[src/hw/rtl/mlrq_pkg.sv]
// Shared types and constants of the multilevel ready-queue scheduler.
package mlrq_pkg;

    localparam int OP_W  = 3;
    localparam int PID_W = 8;
    localparam int CPU_W = 4;

    // Nominal queue levels, clamped to the configured level count.
    localparam int LEVEL_NEW     = 0;
    localparam int LEVEL_EXPIRED = 1;
    localparam int LEVEL_IO      = 2;

    typedef enum logic [OP_W-1:0] {
        OP_NEW     = 3'd0,
        OP_IO_DONE = 3'd1,
        OP_EXPIRE  = 3'd2,
        OP_YIELD   = 3'd3,
        OP_IDLE    = 3'd4
    } t_opcode;

    // Queue bank request for one executing word.
    typedef struct packed {
        logic push_new;
        logic push_io;
        logic push_exp;
        logic pop;
    } t_lvl_ctl;

    // Queue bank answer: a process was found, and whether it is the one pushed just now.
    typedef struct packed {
        logic found;
        logic bypass;
    } t_lvl_stat;

endpackage

[src/hw/rtl/mlrq_levels.sv]
// Head, tail and occupancy of every ready level, with push and pop selection.
module mlrq_levels #(
    parameter int NUM_PROCS = 256,
    parameter int NUM_LEVELS = 3,
    localparam int PTR_W = $clog2(NUM_PROCS),
    localparam int LVL_W = $clog2(NUM_LEVELS),
    localparam int ADDR_W = LVL_W + PTR_W
) (
    input  logic                 i_clk,
    input  logic                 i_rst_n,
    input  mlrq_pkg::t_lvl_ctl   i_ctl,
    output mlrq_pkg::t_lvl_stat  o_stat,
    output logic                 o_we,
    output logic [ADDR_W-1:0]    o_waddr,
    output logic                 o_re,
    output logic [ADDR_W-1:0]    o_raddr
);

    localparam int CNT_W = $clog2(NUM_PROCS + 1);
    localparam int LVL_EXP = (mlrq_pkg::LEVEL_EXPIRED < NUM_LEVELS) ?
                             mlrq_pkg::LEVEL_EXPIRED : NUM_LEVELS - 1;
    localparam int LVL_IO  = (mlrq_pkg::LEVEL_IO < NUM_LEVELS) ?
                             mlrq_pkg::LEVEL_IO : NUM_LEVELS - 1;
    localparam logic [CNT_W-1:0] FULL     = CNT_W'(NUM_PROCS);
    localparam logic [PTR_W-1:0] LAST_PTR = PTR_W'(NUM_PROCS - 1);

    logic [PTR_W-1:0]  r_head  [NUM_LEVELS];
    logic [PTR_W-1:0]  r_tail  [NUM_LEVELS];
    logic [CNT_W-1:0]  r_count [NUM_LEVELS];

    logic [LVL_W-1:0]      push_lvl;
    logic                  any_push;
    logic [NUM_LEVELS-1:0] push_ok;
    logic [NUM_LEVELS-1:0] nonempty;
    logic [NUM_LEVELS-1:0] pop_ok;
    logic [LVL_W-1:0]      pop_lvl;
    logic                  found;
    logic                  bypass;
    logic [PTR_W-1:0]      head_sel;
    logic [PTR_W-1:0]      tail_sel;

    // Pick the push level and check room
    always_comb begin
        any_push = i_ctl.push_new | i_ctl.push_io | i_ctl.push_exp;
        if (i_ctl.push_new) begin
            push_lvl = LVL_W'(mlrq_pkg::LEVEL_NEW);
        end else if (i_ctl.push_exp) begin
            push_lvl = LVL_W'(LVL_EXP);
        end else begin
            push_lvl = LVL_W'(LVL_IO);
        end
        for (int l = 0; l < NUM_LEVELS; l++) begin
            push_ok[l]  = any_push && (push_lvl == LVL_W'(l)) && (r_count[l] != FULL);
            nonempty[l] = (r_count[l] != '0) || push_ok[l];
        end
    end

    // Find the most urgent non-empty level, counting the word pushed now
    always_comb begin
        found   = 1'b0;
        pop_lvl = '0;
        for (int l = NUM_LEVELS - 1; l >= 0; l--) begin
            if (nonempty[l]) begin
                found   = 1'b1;
                pop_lvl = LVL_W'(l);
            end
        end
        bypass   = 1'b0;
        head_sel = '0;
        tail_sel = '0;
        for (int l = 0; l < NUM_LEVELS; l++) begin
            pop_ok[l] = i_ctl.pop && found && (pop_lvl == LVL_W'(l));
            bypass    = bypass | (pop_ok[l] && (r_count[l] == '0));
            head_sel  = head_sel | (pop_ok[l] ? r_head[l] : '0);
            tail_sel  = tail_sel | (push_ok[l] ? r_tail[l] : '0);
        end
        o_stat.found  = i_ctl.pop && found;
        o_stat.bypass = bypass;
        o_we    = |push_ok;
        o_waddr = {push_lvl, tail_sel};
        o_re    = i_ctl.pop && found && !bypass;
        o_raddr = {pop_lvl, head_sel};
    end

    // Advance pointers and occupancy
    always_ff @(posedge i_clk) begin
        if (!i_rst_n) begin
            for (int l = 0; l < NUM_LEVELS; l++) begin
                r_head[l]  <= '0;
                r_tail[l]  <= '0;
                r_count[l] <= '0;
            end
        end else begin
            for (int l = 0; l < NUM_LEVELS; l++) begin
                if (push_ok[l]) begin
                    r_tail[l] <= (r_tail[l] == LAST_PTR) ? '0 : r_tail[l] + 1'b1;
                end
                if (pop_ok[l]) begin
                    r_head[l] <= (r_head[l] == LAST_PTR) ? '0 : r_head[l] + 1'b1;
                end
                r_count[l] <= r_count[l] + CNT_W'(push_ok[l]) - CNT_W'(pop_ok[l]);
            end
        end
    end

    // A pop from memory never hits the entry written in the same cycle
    a_no_rw_collision: assert property (@(posedge i_clk) disable iff (!i_rst_n)
        (o_we && o_re) |-> (o_waddr != o_raddr))
        else $error("queue read and write collide");

    // A bypassed pop only happens together with a push into an empty level
    a_bypass_push: assert property (@(posedge i_clk) disable iff (!i_rst_n)
        o_stat.bypass |-> (o_we && o_stat.found && (o_waddr[ADDR_W-1:PTR_W] == pop_lvl)))
        else $error("bypass without matching push");

    // Occupancy never passes capacity
    for (genvar g = 0; g < NUM_LEVELS; g++) begin : g_cnt_chk
        a_count_bound: assert property (@(posedge i_clk) disable iff (!i_rst_n)
            r_count[g] <= FULL)
            else $error("level occupancy overflow");
    end

endmodule

[config.mk]
export PLATFORM = sky130hd
export DESIGN_NAME = mlrq_levels
export DESIGN_NICKNAME = d
export VERILOG_FILES = /design/src/hw/rtl/mlrq_pkg.sv /design/src/hw/rtl/mlrq_levels.sv
export SDC_FILE = /design/constraint.sdc
export NUM_CORES = 1
export LEC_CHECK = 0
export ABC_AREA = 1
export CAP_MARGIN = 20
export CORE_MARGIN = 3
export CORE_UTILIZATION = 55
export CTS_CLUSTER_DIAMETER = 100
export DETAILED_ROUTE_END_ITERATION = 12
export DONT_BUFFER_PORTS = 1
export GPL_TIMING_DRIVEN = 0
export PLACE_DENSITY = 0.76
export SLEW_MARGIN = 20
export SYNTH_ARGS = -nofsm -noshare
export SYNTH_HDL_FRONTEND = slang
export SYNTH_SLANG_ARGS = --single-unit
[constraint.sdc]
create_clock -name i_clk -period 3.2 [get_ports i_clk]
set_clock_uncertainty 0.2 [all_clocks]
set_input_delay 0.48 -clock i_clk [delete_from_list [all_inputs] [get_ports i_clk]]
set_output_delay 0.48 -clock i_clk [all_outputs]
set_load 0.01 [all_outputs]
After elaboration in Yosys (flattened, before gate mapping)
Memory sizes are Yosys's and may differ from the RTL's.
Index checks and enable logic that the tools add are counted.
W data, S select, Z words.
{ "word_totals": {"mem_bits_rw": 75, "wordCells": 121, "register_bits": 0, "input_bits": 6, "mem_count": 3} }
{ "classes": {"addsub": 12, "bitwise": 17, "n_reduce_logical": 27, "mux": 49, "n_eq_ne": 13} }
{ "mem_list": {"columns": ["memory", "depth", "word_bits", "read_ports", "rd_ports_with_merged_regs", "write_ports", "line_no", "rtl"], "rows": [
  ["r_count", 3, 9, 3, 0, 3, "mlrq_levels.sv:29", "logic [CNT_W-1:0] r_count [NUM_LEVELS];"],
  ["r_head", 3, 8, 3, 0, 3, "mlrq_levels.sv:27", "logic [PTR_W-1:0] r_head [NUM_LEVELS];"],
  ["r_tail", 3, 8, 3, 0, 3, "mlrq_levels.sv:28", "logic [PTR_W-1:0] r_tail [NUM_LEVELS];"]
]} }
{ "ops": {"columns": ["op", "count"], "rows": [
  ["$mux W8", 18],
  ["$add A8 B1 Y8 const B", 6],
  ["$eq A8 B8 Y1 const B", 6],
  ["$or A8 B8 Y8", 4],
  ["$add A9 B1 Y9", 3],
  ["$logic_not A9 Y1", 3],
  ["$mux W9", 3],
  ["$ne A9 B9 Y1 const B", 3],
  ["$reduce_bool A9 Y1", 3],
  ["$sub A9 B1 Y9", 3],
  ["$mux W1", 23],
  ["$logic_and A1 B1 Y1", 14],
  ["$or A1 B1 Y1", 13],
  ["$mux W2", 5],
  ["$eq A2 B1 Y1 const B", 2],
  ["$eq A2 B2 Y1 const B", 2],
  ["$logic_not A2 Y1", 2],
  ["$logic_or A1 B1 Y1", 3],
  ["$reduce_or A3 Y1", 1],
  ["$logic_not A1 Y1", 1]
]} }

Longest topological paths before layout
Gate-level depths: netlist of the first run.
{ "depth": {"word_depth": 16, "mapped_depth": 21, "depth_no_buf": 21} }

Worst setup path before layout of the first run
No wires, ideal clock.
{ "synth_timing": {"path_type": "reg2reg", "start": "memory r_count[0][7] in the netlist's numbering", "end": "memory r_count[0][26] in the netlist's numbering", "setup_slack_ns": 0.234, "t_arrival_ns": 2.651, "n_path_buf": 0, "period_less_slack_ns": 2.966, "path_stages_with_launch": 20, "path_cell_list": "dfxtp_1 inv_1 ha_1 nand3_1 nor2_2 nand3_2 nor2_4 nand2_4 nor2_8 ha_1 inv_1 ha_1 inv_1 fa_1 inv_1 nand3_1 o211ai_1 nand4_1 a21oi_1 nor2_1"} }
{ "synth_lines": {"columns": ["item", "line_no"], "rows": [
  ["start: declaration", "mlrq_levels.sv:29"]
]} }

==> metrics.txt, run 1 <==
Tot GR Track Use 0.218; area leader, netlist edfxtp_1; leakage power 2.44 nW; global-route wire length before repair 17,900 um; placed inst area 0.00517 mm^2; period utilisation layout 0.955; DRT iter0 DRCs 206; Power, Total 0.00432 W; critical path required time 3.30 ns; run status completed; critical path's largest stage delay 0.37 ns; slack of the critical path 0.145 ns; Synth Net Count 662; Fin. Hold Viols 0; Slew Viols, Final 0; measured slew at the worst slew-check pin 0.738 ns; Clk pwr share 0.188; worst skew pair latency 0.37 ns; Setup-failing EPs final 0; ant diodes 0; layout cells sized above 1 0.159; Die Footprint 0.0103 mm^2; crit path cell chain inv_2, ha_4, nand3_2, nor2_2, nand3_2, nor2_4, nand2_4, nor2_8, ha_4, inv_2, ha_4, inv_2, fa_2, inv_2, nand3_2, o211ai_1, nand4_1, nand3_1, nand2_1, nor2_1; Initial Utilization 0.571; Peak VDD IR 403 uV; vias in the first global route 4,007; clock sinks 75; pre-CTS setup slack -0.195 ns; hold buffer count at cts 0; most frequent CP cell inv_2; port buffer count 0; WL per Instance 15.0 um; Fmax 0.327 GHz; DPL Wire Length 8010 um; crit path time final 3.06 ns; CP Class reg2reg; core area 0.00881 mm^2; Final Instance Area 0.00566 mm^2; Worst slew margin 0.505; largest net degree at the start of global routing 13; Comb pwr share 0.488; power per cell area 763 mW/mm^2; gr ovfl total 0; Syn Inst Count 611; Area Overhead vs Synth 12.5%; crit-path max FO 3; synth top area cells edfxtp_1, dfxtp_1, ha_1; sw frac 0.423; clock-pin slew on the worst setup and hold paths 0.08 ns; CP endpoint kind flop; Synth top area share 0.286; Flop pwr share 0.324; Die H 102 um; nets 689; Crit-path slowest cell fa_2; NetSw 0.00183 W; Ys Warns 0; final WL 11,200 um; Bufs on Longest Clock Path 2; CTS tree built; internal cell power 0.00249 W; # Max-Cap Violations 0; synthesis-stage register bit count 75; # DRC 0; vias 4,172; CP startpoint kind flop; num ports 30; Die Wd 102 um; post-synthesis sequential area ratio 0.394; post-route ant nets 0; drt first pass iters 5; Worst EP arrival 3.16 ns; Avg Inst Size Synth 8.23 um^2; via/cell ratio 5.56; antenna violations before repair 0; RD Place Congestion 0.885; CTS buffer count 9; Cell Area, Synth 0.00503 mm^2; htree depth 3; Hold Crit Class in2reg; Netlist cell types 34; Root Buffer clkbuf_8; Row Count 34
==> metrics by stage <==
stage	util	TNS, ns	cells	hold WS, ns
after floorplan	-	0	611	0.367
after global placement	0.587	-0.241	719	0.399
after detailed placement	0.587	-0.455	719	0.409
after CTS	0.616	0	740	0.373
after global routing	0.643	-0.117	751	0.422
final	0.643	0	751	0.365
==> logic make-up after synthesis <==
| group | after synthesis | share of synthesized area |
|---|---|---|
| AO/OA/AOI/OAI | 75 | 0.0860 |
| XOR/XNOR | 37 | 0.0644 |
| adder cells (fa/ha/maj) | 45 | 0.116 |
| buffers and inverters | 112 | 0.0848 |
| flip-flops | 75 | 0.394 |
| AND/OR/NAND/NOR | 267 | 0.254 |
==> sequential cells by signal (all words and copies together), names as in the netlist <==
register and cells:
r_head 24, r_count 27, r_tail 24
==> timing repair <==
action / in CTS / in global routing
setup endpoints to repair: 5 / 8
pin swaps: 5 / 20
setup buffers: 5 / 11
cloned: 0 / 0
gates resized for setup: 5 / 49
==> final timing paths <==
check / startpoint / to / slack (ns) / cells after the start
setup / recovery: r_count[0][7] / r_count[0][26] / 0.14 / 20
hold / removal: i_rst_n / r_count[0][3] / 0.36 / 3
setup reg to reg: r_count[0][7] / r_count[0][26] / 0.14 / 20
hold reg to reg: r_count[0][3] / r_count[0][4] / 0.42 / 2
==> worst max-delay path: cells and delay by family, from the launching register on <==
family          cells  cell delay, ns
fa+ha+maj           4            0.85
flops               1            0.33
buf+inv             4            0.25
compound gates      1            0.13
simple gates       11            1.24
==> layout by cell type, fill, tap and decap left out, drive strengths merged <==
cell type and count:
o221ai 5, nor3 8, nand3 60, inv 106, bufinv 2, o21ai 28
o21bai 6, xnor2 10, dfxtp 27, fa 3, a21oi 27, clkinvlp 1
o211ai 3, nand2 102, a31oi 6, nand4 11, xor2 27, buf 17
nor3b 3, ha 42, clkbuf 14, nor2 83, clkinv 4, edfxtp 48
==> metal layers <==
metal / vias to the layer above / global-route usage / wire length [um]
li1: 2064 / - / -
met1: 1971 / 0.259 / 4690
met2: 114 / 0.379 / 5760
met3: 23 / 0.0461 / 540
met4: 0 / 0.0930 / 242
met5: - / 0 / 0
==> cell type report <==
type                       instances  area, um^2
buffer                             5        22.5
clock buffer                      10         128
clock inverter                     6        80.1
fill                             715        3150
inverter                         107         409
multi-input combinational        424        2780
sequential                        75        1990
tap                              108         135
timing repair buffer              16         120
==> power groups by stage <==
stage               sequential [W]  clock, W  combinational (W)
finish                     0.00140  0.000811            0.00211
CTS                        0.00138  0.000806            0.00183
global route               0.00142  0.000851            0.00240
global placement           0.00139         0            0.00172
floorplan                  0.00137         0            0.00144
detailed placement         0.00140         0            0.00178
==> Yosys cell counts <==
cell type	count
nand3_2	2
nor2_1	76
nor3b_2	1
inv_1	102
ha_1	42
o221ai_1	5
nand3_1	54
xnor2_1	10
buf_4	1
nand2_4	6
a31oi_1	6
clkbuf_1	4
o211ai_1	2
inv_4	1
nor2_4	1
nor2_8	1
nor2_2	5
nand3_4	4
nand2_1	93
nor3b_1	2
o211ai_2	1
xor2_1	27
fa_1	3
edfxtp_1	48
dfxtp_1	27
o21ai_0	28
nand2_2	3
clkinv_1	1
inv_2	3
nor3_1	8
nand4_1	11
a21oi_2	1
a21oi_1	26
o21bai_1	6
Power figures use the tool's default switching activity.
==> inputs of run 2 (changes only) <==
- CTS_BUF_LIST: unset -> sky130_fd_sc_hd__clkbuf_8 sky130_fd_sc_hd__clkbuf_16
- SLEW_MARGIN: 20 -> unset
==> metrics.txt, run 2 (synthesis results as in run 1) <==
metal1 wirelength 4590 um (-2.2%); antenna violations before repair 0 (unchanged); Fin Setup TNS 0 ns (unchanged); period utilisation layout 0.956 (+0.000974); WHS 0.379 ns (+0.0144 ns); Root Buffer clkbuf_8; nets 691 (+0.29%); area of the multi-input gates 0.00278 mm^2 (unchanged); run status completed; Worst slew margin 0.626 (+0.121); NetSw 0.00182 W (-0.29%); Setup-failing EPs final 0 (unchanged); most frequent cells in the layout inv_1, nand2_1, nor2_1; Hold Crit Class in2reg; CP startpoint kind flop; vias 4,180 (+0.19%); power per cell area 760 mW/mm^2 (-0.41%); critical path required time 3.30 ns (about the same); num ports 30 (unchanged); CTS buffer count 9 (unchanged); WL per Instance 14.9 um (-0.38%); Flop pwr share 0.325 (about the same); Clk pwr share 0.186 (-0.002); worst skew pair latency 0.37 ns (about the same); hold buffer count at cts 0 (unchanged); CTS tree built; crit path cell chain inv_2, ha_4, nand3_2, nor2_2, nand3_2, nor2_4, nand2_4, nor2_8, ha_4, inv_2, ha_4, inv_2, fa_2, inv_2, nand3_2, o211ai_1, nand4_1, nand3_1, nand2_1, nor2_1; Critical Path Start r_count[0][7]; RD Place Congestion 0.885 (unchanged); met3 wire length 602 um (+11%); DPL Wire Length 8010 um (unchanged); critical path's largest stage delay 0.37 ns (about the same); Peak VDD IR 402 uV (-0.24%); Worst EP arrival 3.16 ns (about the same); Crit-path slowest cell fa_2; Comb pwr share 0.489 (about the same); Fill cells 714 (-0.14%); Die Wd 102 um (unchanged); ant diodes 0 (unchanged); htree depth 3 (unchanged); Area Overhead vs Synth 12.8%; slack of the critical path 0.142 ns (-0.00312 ns); Worst Hold Depth 3 (unchanged); global-route wire length before repair 17,900 um (unchanged); Row Count 34 (unchanged); Tot GR Track Use 0.218 (unchanged); largest net degree at the start of global routing 13 (unchanged); Fin. Hold Viols 0 (unchanged); Die Footprint 0.0103 mm^2 (unchanged); Largest Register r_count; final WL 11,200 um (-0.12%); CP endpoint kind flop; drt first pass iters 5 (unchanged); hold_sp i_rst_n; clock sinks 75 (unchanged); Bufs on Longest Clock Path 2 (unchanged); Die H 102 um (unchanged); Largest register FFs 27 (unchanged); port buffer count 0 (unchanged); final core occ 0.644 (+0.00142); Power, Total 0.00431 W (-0.19%); FF-to-FF path depth 20 (unchanged); # Max-Cap Violations 0 (unchanged); gr ovfl total 0 (unchanged); measured slew at the worst slew-check pin 0.561 ns (-0.177 ns); Register Area 0.00199 mm^2 (unchanged); clock-pin slew on the worst setup and hold paths 0.08 ns (about the same); crit-path max FO 3 (unchanged); reg2reg start r_count[0][7]; layout cells sized above 1 0.161 (+0.00261); leakage power 2.45 nW (+0.52%); # DRC 0 (unchanged); internal cell power 0.00249 W (-0.11%); crit path time final 3.06 ns (+0.00312 ns); leading cell type in the layout, fill and taps excluded inv_1; core area 0.00881 mm^2 (unchanged); via/cell ratio 5.55 (about the same); sw frac 0.423 (about the same); Initial Utilization 0.571 (unchanged); CP Class reg2reg; top flop regs r_count (27), r_head (24), r_tail (24); Fmax 0.327 GHz (-0.10%); pre-CTS setup slack -0.195 ns (unchanged); top sig layer met4; met2 WL 5780 um (+0.43%); vias in the first global route 4,007 (unchanged); Slew Viols, Final 0 (unchanged); most frequent CP cell inv_2; post-route ant nets 0 (unchanged); DRT iter0 DRCs 219 (+6.3%)
## run 2: changes by cell type in the layout (fill, tap and decap cells not counted)
cell      previous run  this run
buf_2                0         1
clkbuf_1             5         4
clkbuf_4             0         1
inv_1               90        91
o21ai_0             26        28
o21ai_1              2         0
## run 2: layout make-up
cell class / count / share of cell area
multi-input cells: 424 / 0.490
flip-flops and latches: 75 / 0.350
inverters: 107 / 0.0721
well taps: 108 / 0.0238
repair buffers: 18 / 0.0234
clock buffers: 9 / 0.0218
clock inverters: 7 / 0.0148
plain buffers: 5 / 0.00397
## run 2: worst max-delay path: cells and delay by family (launching register included)
| family | cells | cell delay (ns) |
|---|---|---|
| AOI/OAI and AO/OA | 1 | 0.13 |
| adders and majority gates | 4 | 0.85 |
| buffers and inverters | 4 | 0.25 |
| DFF | 1 | 0.33 |
| and+or+nand+nor | 11 | 1.23 |
## run 2: path summary, 6_finish.rpt
kind,endpoint,slack (ns)
worst min-delay path,r_count[0][3],0.38
worst min register to register,r_count[0][4],0.42
worst max register to register,r_count[0][26],0.14
worst max-delay path,r_count[0][26],0.14
## run 2: repair_timing
action,4_1_cts,5_1_grt
resized for setup,5,49
pin swaps,5,20
setup buffers,5,11
endpoints found under the setup margin,5,8
## run 2: power by group through the flow
stage	logic [W]	registers [W]	clock network (W)
global placement	0.00172	0.00139	0
floorplan	0.00144	0.00137	0
global route	0.00240	0.00142	0.000848
finish	0.00211	0.00140	0.000803
detailed placement	0.00178	0.00140	0
CTS	0.00183	0.00138	0.000803
## run 2: metal layers
metal  global-route usage  vias to the layer above
met5                    0                        -
met4               0.0930                        0
met3               0.0461                       24
met2                0.379                      127
met1                0.259                     1964
li1                     -                     2065
## run 2: metrics by stage
stage / cells / instance area (um^2)
floorplan: 611 / 5030
global placement: 719 / 5170
detailed placement: 719 / 5170
CTS: 740 / 5430
global route: 753 / 5670
finish: 753 / 5670
==> inputs of run 3 (changes only) <==
--- a/constraint.sdc
+++ b/constraint.sdc
@@ -4,2 +4,2 @@
 set_output_delay 0.48 -clock i_clk [all_outputs]
-set_load 0.01 [all_outputs]
+set_load 0.05 [all_outputs]
==> metrics.txt, run 3 (synthesis results as in run 1) <==
power per cell area 774 mW/mm^2 (+1.9%); WL per Instance 14.8 um (-0.35%); critical path required time 2.52 ns (-0.78 ns); reg2reg start r_count[0][7]; final WL 11,200 um (-0.48%); nets 690 (-0.14%); Power, Total 0.00441 W (+2.4%); Fin. Hold Viols 0 (unchanged); DRT iter0 DRCs 224 (+2.3%); R2R setup slack 0.14 ns (about the same); # DRC 0 (unchanged); Tot GR Track Use 0.216 (-0.00116); Worst slew margin 0.399 (-0.227); drt first pass iters 5 (unchanged); gr ovfl total 0 (unchanged); pre-CTS setup slack -0.195 ns (unchanged); port buffer count 0 (unchanged); Critical Path Start r_count[0][7]; hold buffer count at cts 0 (unchanged); Largest Register r_count; Cells after DPL 719 (unchanged); hold_sp i_rst_n; top flop regs r_count (27), r_head (24), r_tail (24); Area Overhead vs Synth 13.3%; crit-path max FO 8 (+5); antenna violations before repair 0 (unchanged); Hold Crit Class in2reg; num ports 30 (unchanged); clock sinks 75 (unchanged); FF-to-FF path depth 20 (unchanged); largest net degree at the start of global routing 13 (unchanged); ant diodes 0 (unchanged); CP endpoint kind output port; Slew Viols, Final 0 (unchanged); most frequent cells in the layout inv_1, nand2_1, nor2_1; run status completed; Bufs on Longest Clock Path 2 (unchanged); Hold EP r_count[0][3]; WHS 0.382 ns (+0.00302 ns); core area 0.00881 mm^2 (unchanged); CTS tree built; Initial Utilization 0.571 (unchanged); htree depth 3 (unchanged); CP startpoint kind flop; Final Non-Filler Cells 752 (-0.13%); CP Class reg2out; vias 4,188 (+0.19%); Setup-failing EPs final 0 (unchanged); post-route ant nets 0 (unchanged); Root Buffer clkbuf_8; leading cell type in the layout, fill and taps excluded inv_1; via/cell ratio 5.57 (+0.32%); global-route wire length before repair 17,800 um (-0.46%); DPL Wire Length 8010 um (unchanged); measured slew at the worst slew-check pin 0.898 ns (+0.337 ns); crit path time final 3.08 ns (+0.0208 ns); Worst EP arrival 2.40 ns (-0.76 ns); Die H 102 um (unchanged); Die Footprint 0.0103 mm^2 (unchanged); Fmax 0.325 GHz (-0.67%); RD Place Congestion 0.885 (unchanged); layout cells sized above 1 0.172 (+0.0111); Die Wd 102 um (unchanged); worst skew pair latency 0.36 ns (about the same); Row Count 34 (unchanged); clock-pin slew on the worst setup and hold paths 0.08 ns (about the same); period utilisation layout 0.962 (+0.00649); leakage power 2.45 nW (about the same); vias in the first global route 3,980 (-0.67%); # Max-Cap Violations 0 (unchanged); Worst Hold Depth 3 (unchanged); Largest register FFs 27 (unchanged); CTS buffer count 9 (unchanged); slack of the critical path 0.121 ns (-0.0208 ns); Worst R2R End r_count[0][26]; Peak VDD IR 407 uV (+1.1%)
## run 3: critical path: stages, from the launching register on
cell     delay [ns]
dfxtp_2        0.33
inv_2          0.08
ha_4           0.15
nand3_2        0.08
nor2_2         0.16
nand3_2        0.14
nor2_4         0.16
nand2_4        0.08
nor2_8         0.10
buf_4          0.12
buf_4          0.14
nand2_1        0.08
nand3_1        0.42
## run 3: power by group
part           leakage, nW  total, W  internal [W]  switching [W]
Combinational         1.61   0.00222      0.000810        0.00141
Clock                0.105  0.000792      0.000430       0.000362
Sequential           0.734   0.00140       0.00124       0.000157
## run 3: routing by layer
layer / up-vias / share of wire / track usage
met1: 1959 / 0.41 / 0.259
met4: 0 / 0.035 / 0.0930
met3: 36 / 0.052 / 0.0461
met5: - / 0 / 0
met2: 129 / 0.50 / 0.375
li1: 2064 / - / -
## run 3: per-stage QoR
stage | util | instance area [um^2] | setup TNS [ns]
global placement | 0.587 | 5170 | -0.241
finish | 0.647 | 5700 | 0
global route | 0.647 | 5700 | -0.0744
detailed placement | 0.587 | 5170 | -0.455
CTS | 0.616 | 5430 | 0
floorplan | - | 5030 | 0
## run 3: worst max-delay path by stage
stage / endpoint / slack [ns] / depth (start not counted)
floorplan: r_count[0][26] / 0.23 / 19
global placement: r_count[0][8] / -0.11 / 18
detailed placement: r_count[0][8] / -0.19 / 18
CTS: r_count[0][26] / 0.008 / 20
global route: r_count[0][26] / -0.04 / 20
finish: o_raddr[7] / 0.12 / 12
## run 3: layout make-up
class / count / area (um^2)
clock inverters: 7 / 83.8
inverters: 107 / 409
well taps: 108 / 135
plain buffers: 5 / 22.5
flip-flops and latches: 75 / 1990
repair buffers: 17 / 125
fillers: 703 / 3110
clock buffers: 9 / 124
multi-input cells: 424 / 2810
## run 3: what timing repair did
item / in CTS / in global routing
endpoints found under the setup margin: 5 / 13
buffers inserted: 5 / 10
resized for setup: 5 / 57
gates cloned: 0 / 0
hold endpoints to repair: 0 / 0
pin swaps: 5 / 20
